## config.mk

```make
export PLATFORM = sky130hd
export DESIGN_NAME = tick_deadline_wakeup_queue
export DESIGN_NICKNAME = d
export VERILOG_FILES = /design/src/hw/rtl/tdwq_pkg.sv /design/src/hw/rtl/tdwq_ram.sv /design/src/hw/rtl/tdwq_mod.sv /design/src/hw/rtl/tick_deadline_wakeup_queue.sv
export VERILOG_INCLUDE_DIRS = /design/src /design/src/hw/rtl
export SDC_FILE = /design/constraint.sdc
export NUM_CORES = 2
export LEC_CHECK = 0
export BUFFER_PORTS_ARGS = -buffer_cell sky130_fd_sc_hd__buf_2
export CORE_UTILIZATION = 55
export CTS_CLUSTER_DIAMETER = 120
export DETAILED_ROUTE_END_ITERATION = 10
export GPL_ROUTABILITY_DRIVEN = 0
export PLACE_DENSITY = 0.8
export SLEW_MARGIN = 20
export SYNTH_ARGS = -nofsm -noshare
export SYNTH_HDL_FRONTEND = slang
export SYNTH_SLANG_ARGS = --single-unit
```

## constraint.sdc

```tcl
create_clock -name clk_i -period 19.3 [get_ports clk_i]
set_clock_uncertainty 0.2 [all_clocks]
set_input_delay 3.86 -clock clk_i [delete_from_list [all_inputs] [get_ports clk_i]]
set_output_delay 3.86 -clock clk_i [all_outputs]
set_load 0.01 [all_outputs]
```

## src/hw/rtl/tick_deadline_wakeup_queue_assert.svh

```systemverilog
// Assertion macros shared by the wake-up queue RTL.
`ifndef TICK_DEADLINE_WAKEUP_QUEUE_ASSERT_SVH
`define TICK_DEADLINE_WAKEUP_QUEUE_ASSERT_SVH
`ifndef ASSERT_OFF
`define TDWQ_ASSERT(lbl, prop, msg) \
  lbl: assert property (@(posedge clk_i) disable iff (!rst_ni) prop) \
    else $error(msg);
`define TDWQ_ASSERT_NEVER(lbl, expr, msg) \
  lbl: assert property (@(posedge clk_i) disable iff (!rst_ni) !(expr)) \
    else $error(msg);
`else
`define TDWQ_ASSERT(lbl, prop, msg)
`define TDWQ_ASSERT_NEVER(lbl, expr, msg)
`endif
`endif

```

## src/hw/rtl/tdwq_pkg.sv

```systemverilog
// Types and constants of the tick deadline wake-up queue.
`timescale 1ns / 1ps
`default_nettype none
package tdwq_pkg;

  localparam int unsigned QUEUE_DEPTH = 16;
  localparam int unsigned IDX_W       = $clog2(QUEUE_DEPTH);
  localparam int unsigned CNT_W       = $clog2(QUEUE_DEPTH + 1);
  localparam int unsigned TICK_W      = 32;
  localparam int unsigned TID_W       = 16;
  localparam int unsigned RATE_W      = 16;
  localparam int unsigned MOD_CNT_W   = $clog2(TICK_W + 1);
  localparam int unsigned APB_AW      = 3;
  localparam int unsigned APB_DW      = 32;

  localparam logic              FUNC_ARM    = 1'b1;
  localparam logic [1:0]        KIND_ARM    = 2'd0;
  localparam logic [1:0]        KIND_TICK   = 2'd1;
  localparam logic [1:0]        KIND_WAKE   = 2'd2;
  localparam logic [1:0]        STATUS_OK   = 2'd0;
  localparam logic [1:0]        STATUS_DUP  = 2'd1;
  localparam logic [1:0]        STATUS_FULL = 2'd2;
  localparam logic              REG_TPS     = 1'b0;
  localparam logic [RATE_W-1:0] TPS_RESET   = 16'd1000;

  typedef struct packed {
    logic              func;
    logic [TICK_W-1:0] deadline;
    logic [TID_W-1:0]  thread_id;
  } cmd_t;

  typedef struct packed {
    logic [1:0]        kind;
    logic [1:0]        status;
    logic [TID_W-1:0]  woken_thread;
    logic [TICK_W-1:0] tick_count;
    logic              second_mark;
    logic              last;
  } result_t;

  typedef struct packed {
    logic [TICK_W-1:0] deadline;
    logic [TID_W-1:0]  thread;
  } entry_t;

  localparam int unsigned ENTRY_W = $bits(entry_t);

  typedef struct packed {
    logic              start;
    logic [TICK_W-1:0] dividend;
    logic [RATE_W-1:0] divisor;
  } mod_req_t;

  typedef struct packed {
    logic              busy;
    logic              done;
    logic [RATE_W-1:0] rem;
  } mod_rsp_t;

endpackage
`default_nettype wire

```

## src/hw/rtl/tdwq_ram.sv

```systemverilog
// Generic single-write, single-read RAM with registered read data.
`timescale 1ns / 1ps
`default_nettype none
module tdwq_ram #(
  parameter int unsigned WIDTH = 8,
  parameter int unsigned DEPTH = 16
) (
  input  wire logic                               clk_i,
  input  wire logic                               we_i,
  input  wire logic [((DEPTH > 1) ? $clog2(DEPTH) : 1)-1:0] waddr_i,
  input  wire logic [WIDTH-1:0]                   wdata_i,
  input  wire logic [((DEPTH > 1) ? $clog2(DEPTH) : 1)-1:0] raddr_i,
  output logic      [WIDTH-1:0]                   rdata_o
);

  logic [WIDTH-1:0] mem_q [DEPTH];
  logic [WIDTH-1:0] rdata_q;

  always_ff @(posedge clk_i) begin
    if (we_i) begin
      mem_q[waddr_i] <= wdata_i;
    end
    rdata_q <= mem_q[raddr_i];
  end

  assign rdata_o = rdata_q;

endmodule
`default_nettype wire

```

## src/hw/rtl/tdwq_mod.sv

```systemverilog
// Bit-serial remainder of the tick count by the tick rate, one bit per cycle.
`timescale 1ns / 1ps
`default_nettype none
module tdwq_mod (
  input  wire logic               clk_i,
  input  wire logic               rst_ni,
  input  wire tdwq_pkg::mod_req_t req_i,
  output tdwq_pkg::mod_rsp_t      rsp_o
);

  logic [tdwq_pkg::RATE_W-1:0]    r_q, r_d;
  logic [tdwq_pkg::TICK_W-1:0]    dvd_q, dvd_d;
  logic [tdwq_pkg::RATE_W-1:0]    dvs_q, dvs_d;
  logic [tdwq_pkg::MOD_CNT_W-1:0] cnt_q, cnt_d;
  logic                           busy_q, busy_d;
  logic                           done_q, done_d;
  logic [tdwq_pkg::RATE_W:0]      trial;
  logic [tdwq_pkg::RATE_W:0]      dvs_ext;

  assign trial   = {r_q, dvd_q[tdwq_pkg::TICK_W-1]};
  assign dvs_ext = {1'b0, dvs_q};

  always_comb begin
    r_d    = r_q;
    dvd_d  = dvd_q;
    dvs_d  = dvs_q;
    cnt_d  = cnt_q;
    busy_d = busy_q;
    done_d = 1'b0;
    if (req_i.start) begin
      r_d    = '0;
      dvd_d  = req_i.dividend;
      dvs_d  = req_i.divisor;
      cnt_d  = tdwq_pkg::MOD_CNT_W'(tdwq_pkg::TICK_W);
      busy_d = 1'b1;
    end else if (busy_q) begin
      // restoring step: shift in the next dividend bit, subtract if it fits
      if (trial >= dvs_ext) begin
        r_d = tdwq_pkg::RATE_W'(trial - dvs_ext);
      end else begin
        r_d = trial[tdwq_pkg::RATE_W-1:0];
      end
      dvd_d = dvd_q << 1;
      cnt_d = cnt_q - tdwq_pkg::MOD_CNT_W'(1);
      if (cnt_q == tdwq_pkg::MOD_CNT_W'(1)) begin
        busy_d = 1'b0;
        done_d = 1'b1;
      end
    end
  end

  always_ff @(posedge clk_i or negedge rst_ni) begin
    if (!rst_ni) begin
      r_q    <= '0;
      dvd_q  <= '0;
      dvs_q  <= '0;
      cnt_q  <= '0;
      busy_q <= 1'b0;
      done_q <= 1'b0;
    end else begin
      r_q    <= r_d;
      dvd_q  <= dvd_d;
      dvs_q  <= dvs_d;
      cnt_q  <= cnt_d;
      busy_q <= busy_d;
      done_q <= done_d;
    end
  end

  // hold busy through the done cycle so the result lands before the next tick
  assign rsp_o.busy = busy_q | done_q;
  assign rsp_o.done = done_q;
  assign rsp_o.rem  = r_q;

endmodule
`default_nettype wire

```

## src/hw/rtl/tick_deadline_wakeup_queue.sv

```systemverilog
// Top level of the tick deadline wake-up queue.
//
// Command channel: an item transfers at a rising edge with start high and
// busy low. func = 0 advances the tick counter; func = 1 arms a deadline with
// a thread id. Results leave on result_o, one per cycle at most, each valid
// for exactly one cycle under result_strobe_o; the receiver cannot stall, and
// last marks the final result of an item.
// Entries live in a single RAM (one read, one write port, registered read
// data), so every pass walks the queue one entry per cycle. Each item runs as:
//   arm:  a scan of the queue, then the result when rejected; when inserted,
//         a shift of the entries from the slot up, then the write and result.
//   tick: the tick report comes first, then one wake result per expired
//         entry, in queue order.
// busy stays high until the final result is on the port, so items are taken
// one at a time.
// A write of ticks_per_second over the APB port recomputes count mod rate in
// a bit-serial unit; busy stays high until the new remainder is stored.
// Reset empties the queue, clears the tick counter and sets the rate to 1000;
// the RAM needs no clearing pass, as only entries below the count are read.
`timescale 1ns / 1ps
`default_nettype none
`include "tick_deadline_wakeup_queue_assert.svh"
module tick_deadline_wakeup_queue (
  input  wire logic                          clk_i,
  input  wire logic                          rst_ni,
  input  wire logic                          start,
  input  wire tdwq_pkg::cmd_t                cmd_i,
  output logic                               busy,
  output tdwq_pkg::result_t                  result_o,
  output logic                               result_strobe_o,
  input  wire logic                          psel,
  input  wire logic                          penable,
  input  wire logic                          pwrite,
  input  wire logic [tdwq_pkg::APB_AW-1:0]   paddr,
  input  wire logic [tdwq_pkg::APB_DW-1:0]   pwdata,
  output logic      [tdwq_pkg::APB_DW-1:0]   prdata,
  output logic                               pready
);

  typedef enum logic [2:0] {
    ST_IDLE,
    ST_ARM_SCAN,
    ST_ARM_SHIFT,
    ST_ARM_PUT,
    ST_TICK_SCAN
  } state_e;

  localparam logic [tdwq_pkg::CNT_W-1:0] DEPTH_CNT =
    tdwq_pkg::CNT_W'(tdwq_pkg::QUEUE_DEPTH);
  localparam logic [tdwq_pkg::CNT_W-1:0] CNT_ONE = tdwq_pkg::CNT_W'(1);

  state_e                        state_q, state_d;
  logic [tdwq_pkg::TICK_W-1:0]   now_q, now_d;
  logic [tdwq_pkg::RATE_W-1:0]   rem_q, rem_d;
  logic [tdwq_pkg::RATE_W-1:0]   tps_q, tps_d;
  logic [tdwq_pkg::CNT_W-1:0]    count_q, count_d;
  tdwq_pkg::cmd_t                cmd_q, cmd_d;
  logic [tdwq_pkg::CNT_W-1:0]    rd_idx_q, rd_idx_d;
  logic                          rd_vld_q, rd_vld_d;
  logic [tdwq_pkg::CNT_W-1:0]    pos_q, pos_d;
  logic [tdwq_pkg::CNT_W-1:0]    keep_q, keep_d;
  logic                          dup_q, dup_d;
  tdwq_pkg::result_t             pend_q, pend_d;
  tdwq_pkg::result_t             out_q, out_d;
  logic                          out_vld_q, out_vld_d;

  logic                          accept;
  logic                          cfg_wr;
  logic                          rd_issue;
  logic                          ram_we;
  logic [tdwq_pkg::IDX_W-1:0]    ram_waddr;
  logic [tdwq_pkg::IDX_W-1:0]    ram_raddr;
  tdwq_pkg::entry_t              wr_entry;
  logic [tdwq_pkg::ENTRY_W-1:0]  ram_rdata;
  tdwq_pkg::entry_t              rd_entry;
  logic [tdwq_pkg::CNT_W-1:0]    rd_inc;
  logic [tdwq_pkg::CNT_W-1:0]    rd_dec;
  logic [tdwq_pkg::TICK_W-1:0]   now_inc;
  logic [tdwq_pkg::RATE_W-1:0]   rem_inc;
  logic [tdwq_pkg::RATE_W-1:0]   tick_rem;
  logic [tdwq_pkg::TICK_W-1:0]   diff;
  tdwq_pkg::mod_req_t            mod_req;
  tdwq_pkg::mod_rsp_t            mod_rsp;

  tdwq_ram #(
    .WIDTH (tdwq_pkg::ENTRY_W),
    .DEPTH (tdwq_pkg::QUEUE_DEPTH)
  ) u_ram (
    .clk_i   (clk_i),
    .we_i    (ram_we),
    .waddr_i (ram_waddr),
    .wdata_i (wr_entry),
    .raddr_i (ram_raddr),
    .rdata_o (ram_rdata)
  );

  tdwq_mod u_mod (
    .clk_i  (clk_i),
    .rst_ni (rst_ni),
    .req_i  (mod_req),
    .rsp_o  (mod_rsp)
  );

  assign rd_entry = tdwq_pkg::entry_t'(ram_rdata);
  assign busy     = (state_q != ST_IDLE) || mod_rsp.busy;
  assign accept   = start && !busy;
  assign cfg_wr   = psel && penable && pwrite && pready;
  assign pready   = 1'b1;
  assign prdata   = (paddr[tdwq_pkg::APB_AW-1] == tdwq_pkg::REG_TPS) ?
                    tdwq_pkg::APB_DW'(tps_q) : '0;

  assign rd_inc   = rd_idx_q + CNT_ONE;
  assign rd_dec   = rd_idx_q - CNT_ONE;
  assign now_inc  = now_q + tdwq_pkg::TICK_W'(1);
  assign rem_inc  = rem_q + tdwq_pkg::RATE_W'(1);
  // residue of the new count; the counter wrapping to zero restarts it
  assign tick_rem = ((now_inc == '0) || (rem_inc == tps_q)) ? '0 : rem_inc;
  assign diff     = rd_entry.deadline - now_q;

  assign mod_req.start    = cfg_wr && (paddr[tdwq_pkg::APB_AW-1] == tdwq_pkg::REG_TPS);
  assign mod_req.dividend = now_q;
  assign mod_req.divisor  = pwdata[tdwq_pkg::RATE_W-1:0];

  always_comb begin
    state_d   = state_q;
    now_d     = now_q;
    rem_d     = rem_q;
    tps_d     = tps_q;
    count_d   = count_q;
    cmd_d     = cmd_q;
    rd_idx_d  = rd_idx_q;
    rd_vld_d  = 1'b0;
    pos_d     = pos_q;
    keep_d    = keep_q;
    dup_d     = dup_q;
    pend_d    = pend_q;
    out_d     = out_q;
    out_vld_d = 1'b0;
    rd_issue  = 1'b0;
    ram_we    = 1'b0;
    ram_waddr = '0;
    ram_raddr = rd_idx_q[tdwq_pkg::IDX_W-1:0];
    wr_entry  = rd_entry;

    if (mod_req.start) begin
      tps_d = pwdata[tdwq_pkg::RATE_W-1:0];
    end
    if (mod_rsp.done) begin
      rem_d = mod_rsp.rem;
    end

    case (state_q)
      ST_IDLE: begin
        if (accept) begin
          cmd_d    = cmd_i;
          rd_idx_d = '0;
          pos_d    = '0;
          keep_d   = '0;
          dup_d    = 1'b0;
          if (cmd_i.func == tdwq_pkg::FUNC_ARM) begin
            state_d = ST_ARM_SCAN;
          end else begin
            now_d              = now_inc;
            rem_d              = tick_rem;
            pend_d             = '0;
            pend_d.kind        = tdwq_pkg::KIND_TICK;
            pend_d.tick_count  = now_inc;
            pend_d.second_mark = (tps_q != '0) && (tick_rem == '0);
            state_d            = ST_TICK_SCAN;
          end
        end
      end
      ST_ARM_SCAN: begin
        if (rd_idx_q != count_q) begin
          rd_issue = 1'b1;
          rd_vld_d = 1'b1;
          rd_idx_d = rd_inc;
        end
        if (rd_vld_q) begin
          if (rd_entry.deadline == cmd_q.deadline) begin
            dup_d = 1'b1;
          end
          // queue is sorted, so the entries below the new deadline give its slot
          if (rd_entry.deadline < cmd_q.deadline) begin
            pos_d = pos_q + CNT_ONE;
          end
        end else if (rd_idx_q == count_q) begin
          if (dup_q || (count_q == DEPTH_CNT)) begin
            out_d        = '0;
            out_d.kind   = tdwq_pkg::KIND_ARM;
            out_d.status = dup_q ? tdwq_pkg::STATUS_DUP : tdwq_pkg::STATUS_FULL;
            out_d.last   = 1'b1;
            out_vld_d    = 1'b1;
            state_d      = ST_IDLE;
          end else begin
            state_d = ST_ARM_SHIFT;
          end
        end
      end
      ST_ARM_SHIFT: begin
        // walk down from the tail, moving each entry one slot up
        if (rd_idx_q != pos_q) begin
          rd_issue  = 1'b1;
          ram_raddr = rd_dec[tdwq_pkg::IDX_W-1:0];
          rd_vld_d  = 1'b1;
          rd_idx_d  = rd_dec;
        end
        if (rd_vld_q) begin
          ram_we    = 1'b1;
          ram_waddr = rd_inc[tdwq_pkg::IDX_W-1:0];
        end else if (rd_idx_q == pos_q) begin
          state_d = ST_ARM_PUT;
        end
      end
      ST_ARM_PUT: begin
        ram_we            = 1'b1;
        ram_waddr         = pos_q[tdwq_pkg::IDX_W-1:0];
        wr_entry.deadline = cmd_q.deadline;
        wr_entry.thread   = cmd_q.thread_id;
        count_d           = count_q + CNT_ONE;
        out_d             = '0;
        out_d.kind        = tdwq_pkg::KIND_ARM;
        out_d.status      = tdwq_pkg::STATUS_OK;
        out_d.last        = 1'b1;
        out_vld_d         = 1'b1;
        state_d           = ST_IDLE;
      end
      ST_TICK_SCAN: begin
        if (rd_idx_q != count_q) begin
          rd_issue = 1'b1;
          rd_vld_d = 1'b1;
          rd_idx_d = rd_inc;
        end
        if (rd_vld_q) begin
          if (diff[tdwq_pkg::TICK_W-1]) begin
            // release the held result; hold the wake until we know if it is last
            out_d               = pend_q;
            out_vld_d           = 1'b1;
            pend_d              = '0;
            pend_d.kind         = tdwq_pkg::KIND_WAKE;
            pend_d.woken_thread = rd_entry.thread;
          end else begin
            ram_we    = 1'b1;
            ram_waddr = keep_q[tdwq_pkg::IDX_W-1:0];
            keep_d    = keep_q + CNT_ONE;
          end
        end else if (rd_idx_q == count_q) begin
          out_d      = pend_q;
          out_d.last = 1'b1;
          out_vld_d  = 1'b1;
          count_d    = keep_q;
          state_d    = ST_IDLE;
        end
      end
      default: begin
        state_d = ST_IDLE;
      end
    endcase
  end

  always_ff @(posedge clk_i or negedge rst_ni) begin
    if (!rst_ni) begin
      state_q   <= ST_IDLE;
      now_q     <= '0;
      rem_q     <= '0;
      tps_q     <= tdwq_pkg::TPS_RESET;
      count_q   <= '0;
      cmd_q     <= '0;
      rd_idx_q  <= '0;
      rd_vld_q  <= 1'b0;
      pos_q     <= '0;
      keep_q    <= '0;
      dup_q     <= 1'b0;
      pend_q    <= '0;
      out_q     <= '0;
      out_vld_q <= 1'b0;
    end else begin
      state_q   <= state_d;
      now_q     <= now_d;
      rem_q     <= rem_d;
      tps_q     <= tps_d;
      count_q   <= count_d;
      cmd_q     <= cmd_d;
      rd_idx_q  <= rd_idx_d;
      rd_vld_q  <= rd_vld_d;
      pos_q     <= pos_d;
      keep_q    <= keep_d;
      dup_q     <= dup_d;
      pend_q    <= pend_d;
      out_q     <= out_d;
      out_vld_q <= out_vld_d;
    end
  end

  assign result_o        = out_q;
  assign result_strobe_o = out_vld_q;

  `TDWQ_ASSERT(a_count_bound, count_q <= DEPTH_CNT, "entry count beyond queue depth")
  `TDWQ_ASSERT(a_last_gap, out_vld_q && out_q.last |=> !out_vld_q, "result right after last")
  `TDWQ_ASSERT_NEVER(a_rw_collide, ram_we && rd_issue && (ram_waddr == ram_raddr), "RAM read and write hit the same entry")
  `TDWQ_ASSERT_NEVER(a_stray_read, rd_vld_q && (state_q == ST_IDLE || state_q == ST_ARM_PUT), "read data returned outside a pass")
  `TDWQ_ASSERT(a_insert_count, out_vld_q && out_q.kind == tdwq_pkg::KIND_ARM && out_q.status == tdwq_pkg::STATUS_OK |-> count_q == $past(count_q) + CNT_ONE, "insert did not grow the queue")

endmodule
`default_nettype wire
```

==> run metrics <==
Ports=approximately 180; Hold Fails Final Rpt=0; post-cts resize count=0; via count=29.4k; clock latency on the worst-skew pair=0.70 ns; Detailed Route WL=about 120 mm; Top Family by Delay on Critical Path=buffers and inverters; Area Growth Syn to Fin=12.7%; Setup violations, final=0; LEAKAGE=around 20 nW; largest net degree at the start of global routing=around 160; Post-Syn Area=about 47000 µm²; worst reg2reg path depth=11; most used cell, CP=buf_2; Die ar.=~87000 µm²; Ys Warns=0; Slew Limit Fails=0; row count=~110; Post-synth top flop=edfxtp_1; post-CTS setup buffers=0; fmax=about 120 MHz; post-synthesis register bit count=1121; clk root buf=clkbuf_16; max cap viols=0; Post-Syn Instances=approximately 3.2k; Total GRT Usage=between 20% and 30%; Power Total=8.78 mW; CP max stage delay=~0.26 ns; number of CTS-inserted buffers=around 110; Crit Path Class=in2out; initial DRC count=about 3.6k; min cycle time layout=about 8.4 ns; PD cells=approximately 160 nW/µm²; status=complete, no violations; arrival time of the worst setup path=4.35 ns; CP startpoint=paddr[2]; Initial Util=55.5%; # clock sinks=between 1k and 1.5k; worst reg2reg endpoint=u_ram.mem_q[11][27]; Die W=slightly below 300 µm; Synth async-reset ratio=27.2%; H-tree levels=3; worst slew pin tran=between 1 and 1.5 ns; Routed Antenna Nets=0; GRT overflow=0; vias in the first global route=about 29k; clock transition at the registers of the reported paths=~0.060 ns; crit path to=prdata[15]; Die Y=295 µm; Setup TNS Final=0 ns; Clock Path Buffers=3; launch point of the worst reg-to-reg path=now_q[25]; DR pass1 iterations=7; Critical Path Stages=3; DP Worst Slack=about 11 ns; Rel. slew slack=about a quarter; Core Box Area=~85000 µm²; WL/cell=around 26 µm; Worst Path Buf+Inv=2; CTS Hold Buffers Added=0; Seq/Total Area, Yosys=67.0%; TritonCTS clock tree=built; FF-to-FF setup slack=13.23 ns; Worst EP required=15.24 ns; first-pass GRT wire length=roughly 180 mm; Min-Delay Path Class=reg2reg; Final Cycle Share=between 40% and 50%; DP HPWL=65.2 mm; worst-path maximum fanout=18; WHS Path Cells=2; maximum vdd drop=between 0.0001 and 0.00015 V; crit path cell chain=buf_2 -> nor2_1 -> buf_2; fill count=~6k; Synth Area per Inst=between 10 and 15 µm²; Post-synth EDFFs=approximately 770; final net count=roughly 3.5k; initial antenna violation count=1; PortBufs=~140; Distinct cells, synth=75; layout cells sized above 1=a little under a fifth; worst setup margin=~11 ns; Setup crit start kind=input pin; drt drc=0; Critical Path Sink Type=output port; Via density=approximately 6.4; RSZ-0062 raised after global routing=no; CP max-delay cell=buf_2
## metal layers
layer / GRT usage, % / share of wire (%) / up-vias
met2: 45.2 / 48 / 1844
li1: - / - / 12500
met5: 0 / 0 / -
met4: 12.4 / 4.6 / 0
met3: 5.59 / 9.6 / 367
met1: 36.5 / 37 / 14700
## how the worst min path moves through the flow
| stage | from | to | slack, ns |
|---|---|---|---|
| 2_1_floorplan | keep_q[4] | keep_q[4] | 0.25 |
| 3_3_place_gp | cmd_q[7] | cmd_q[7] | 0.26 |
| 3_5_place_dp | cmd_q[8] | cmd_q[8] | 0.26 |
| 6_report | result_o[11] | result_o[11] | 0.27 |
| 4_1_cts | cmd_q[11] | cmd_q[11] | 0.28 |
| 5_1_grt | cmd_q[11] | cmd_q[11] | 0.30 |
## cell type report
class | instances | area [µm²] | share of cell area [%]
antenna | 1 | 2.50 | 0.00470
multi-input combinational | 1810 | 14600 | 27.5
sequential | 1121 | 31700 | 59.5
clock inverter | 67 | 850 | 1.60
inverter | 105 | 394 | 0.740
clock buffer | 139 | 2920 | 5.49
timing repair buffer | 218 | 1340 | 2.51
tap | 1144 | 1430 | 2.69
## logic make-up (layout without fill, tap and decap cells)
| group | after synthesis | count (layout) | share of synthesized area [%] |
|---|---|---|---|
| and+or+nand+nor | 754 | 754 | 7.28 |
| buffers and inverters | 305 | 529 | 2.61 |
| adders and majority gates | 89 | 89 | 2.37 |
| xor gates and xnor gates | 126 | 126 | 2.39 |
| AOI/OAI and AO/OA | 574 | 574 | 7.93 |
| other | 2 | 18 | 0.0159 |
| muxes | 250 | 250 | 10.4 |
| DFF | 1121 | 1121 | 67.0 |
## cells in the mapped netlist, types with 13 or more instances
cell	count	area share (%)
a21oi_1	61	0.65
nand2_1	401	3.2
a22o_1	67	1.2
clkbuf_1	140	1.1
nor2b_1	13	0.17
nand4_1	40	0.53
edfxtp_1	768	49
dfrtp_1	299	16
inv_1	104	0.83
xor2_1	20	0.37
and3_1	16	0.21
ha_1	88	2.3
nor4_1	16	0.21
o21ai_0	214	2.3
mux2i_1	53	1.1
a22oi_1	98	1.6
a21o_1	29	0.46
buf_1	34	0.27
mux4_2	192	9.2
buf_4	20	0.32
nand3_1	44	0.47
o21a_1	15	0.24
nor3_1	42	0.44
a211oi_1	13	0.21
dfxtp_1	48	2.0
nor2_1	105	0.83
xnor2_1	104	1.9
## worst min-delay path, cell delays in order (launching register included)
cell,delay [ns]
dfrtp_1,0.34
nand2_1,0.04
o21ai_0,0.06
## stage by stage
step / utilization, % / std cells / instance area (µm²) / hold slack, ns
after floorplan: - / 3236 / 47300 / 0.245
after global placement: 58.0 / 4396 / 49400 / 0.260
after detailed placement: 58.0 / 4396 / 49400 / 0.262
after CTS: 62.5 / 4602 / 53200 / 0.277
after global routing: 62.5 / 4604 / 53200 / 0.297
final: 62.5 / 4605 / 53200 / 0.275
## state kept, by name, summed over array words and instances, names as in the netlist, 32 cells and up
register,flops
u_ram.mem_q,768
pend_q,51
result_o,54
u_mod.dvd_q,32
now_q,32
u_ram.rdata_o,48
cmd_q,48
## layout by cell type, fill, tap and decap left out, drive strengths merged, types with 61 or more instances in the layout
cell type / synthesis / routed
edfxtp: 768 / 768
nand2: 401 / 401
dfrtp: 299 / 299
o21ai: 219 / 219
buf: 60 / 218
mux4: 192 / 192
clkbuf: 140 / 139
inv: 104 / 110
nor2: 105 / 105
xnor2: 104 / 104
a22oi: 98 / 98
ha: 88 / 88
a22o: 67 / 67
a21oi: 61 / 61
## power breakdown
part           internal, mW  switching (mW)
registers              3.23           0.292
clock network          1.28           0.944
logic                  1.27            1.76
Power figures use the tool's default switching activity.
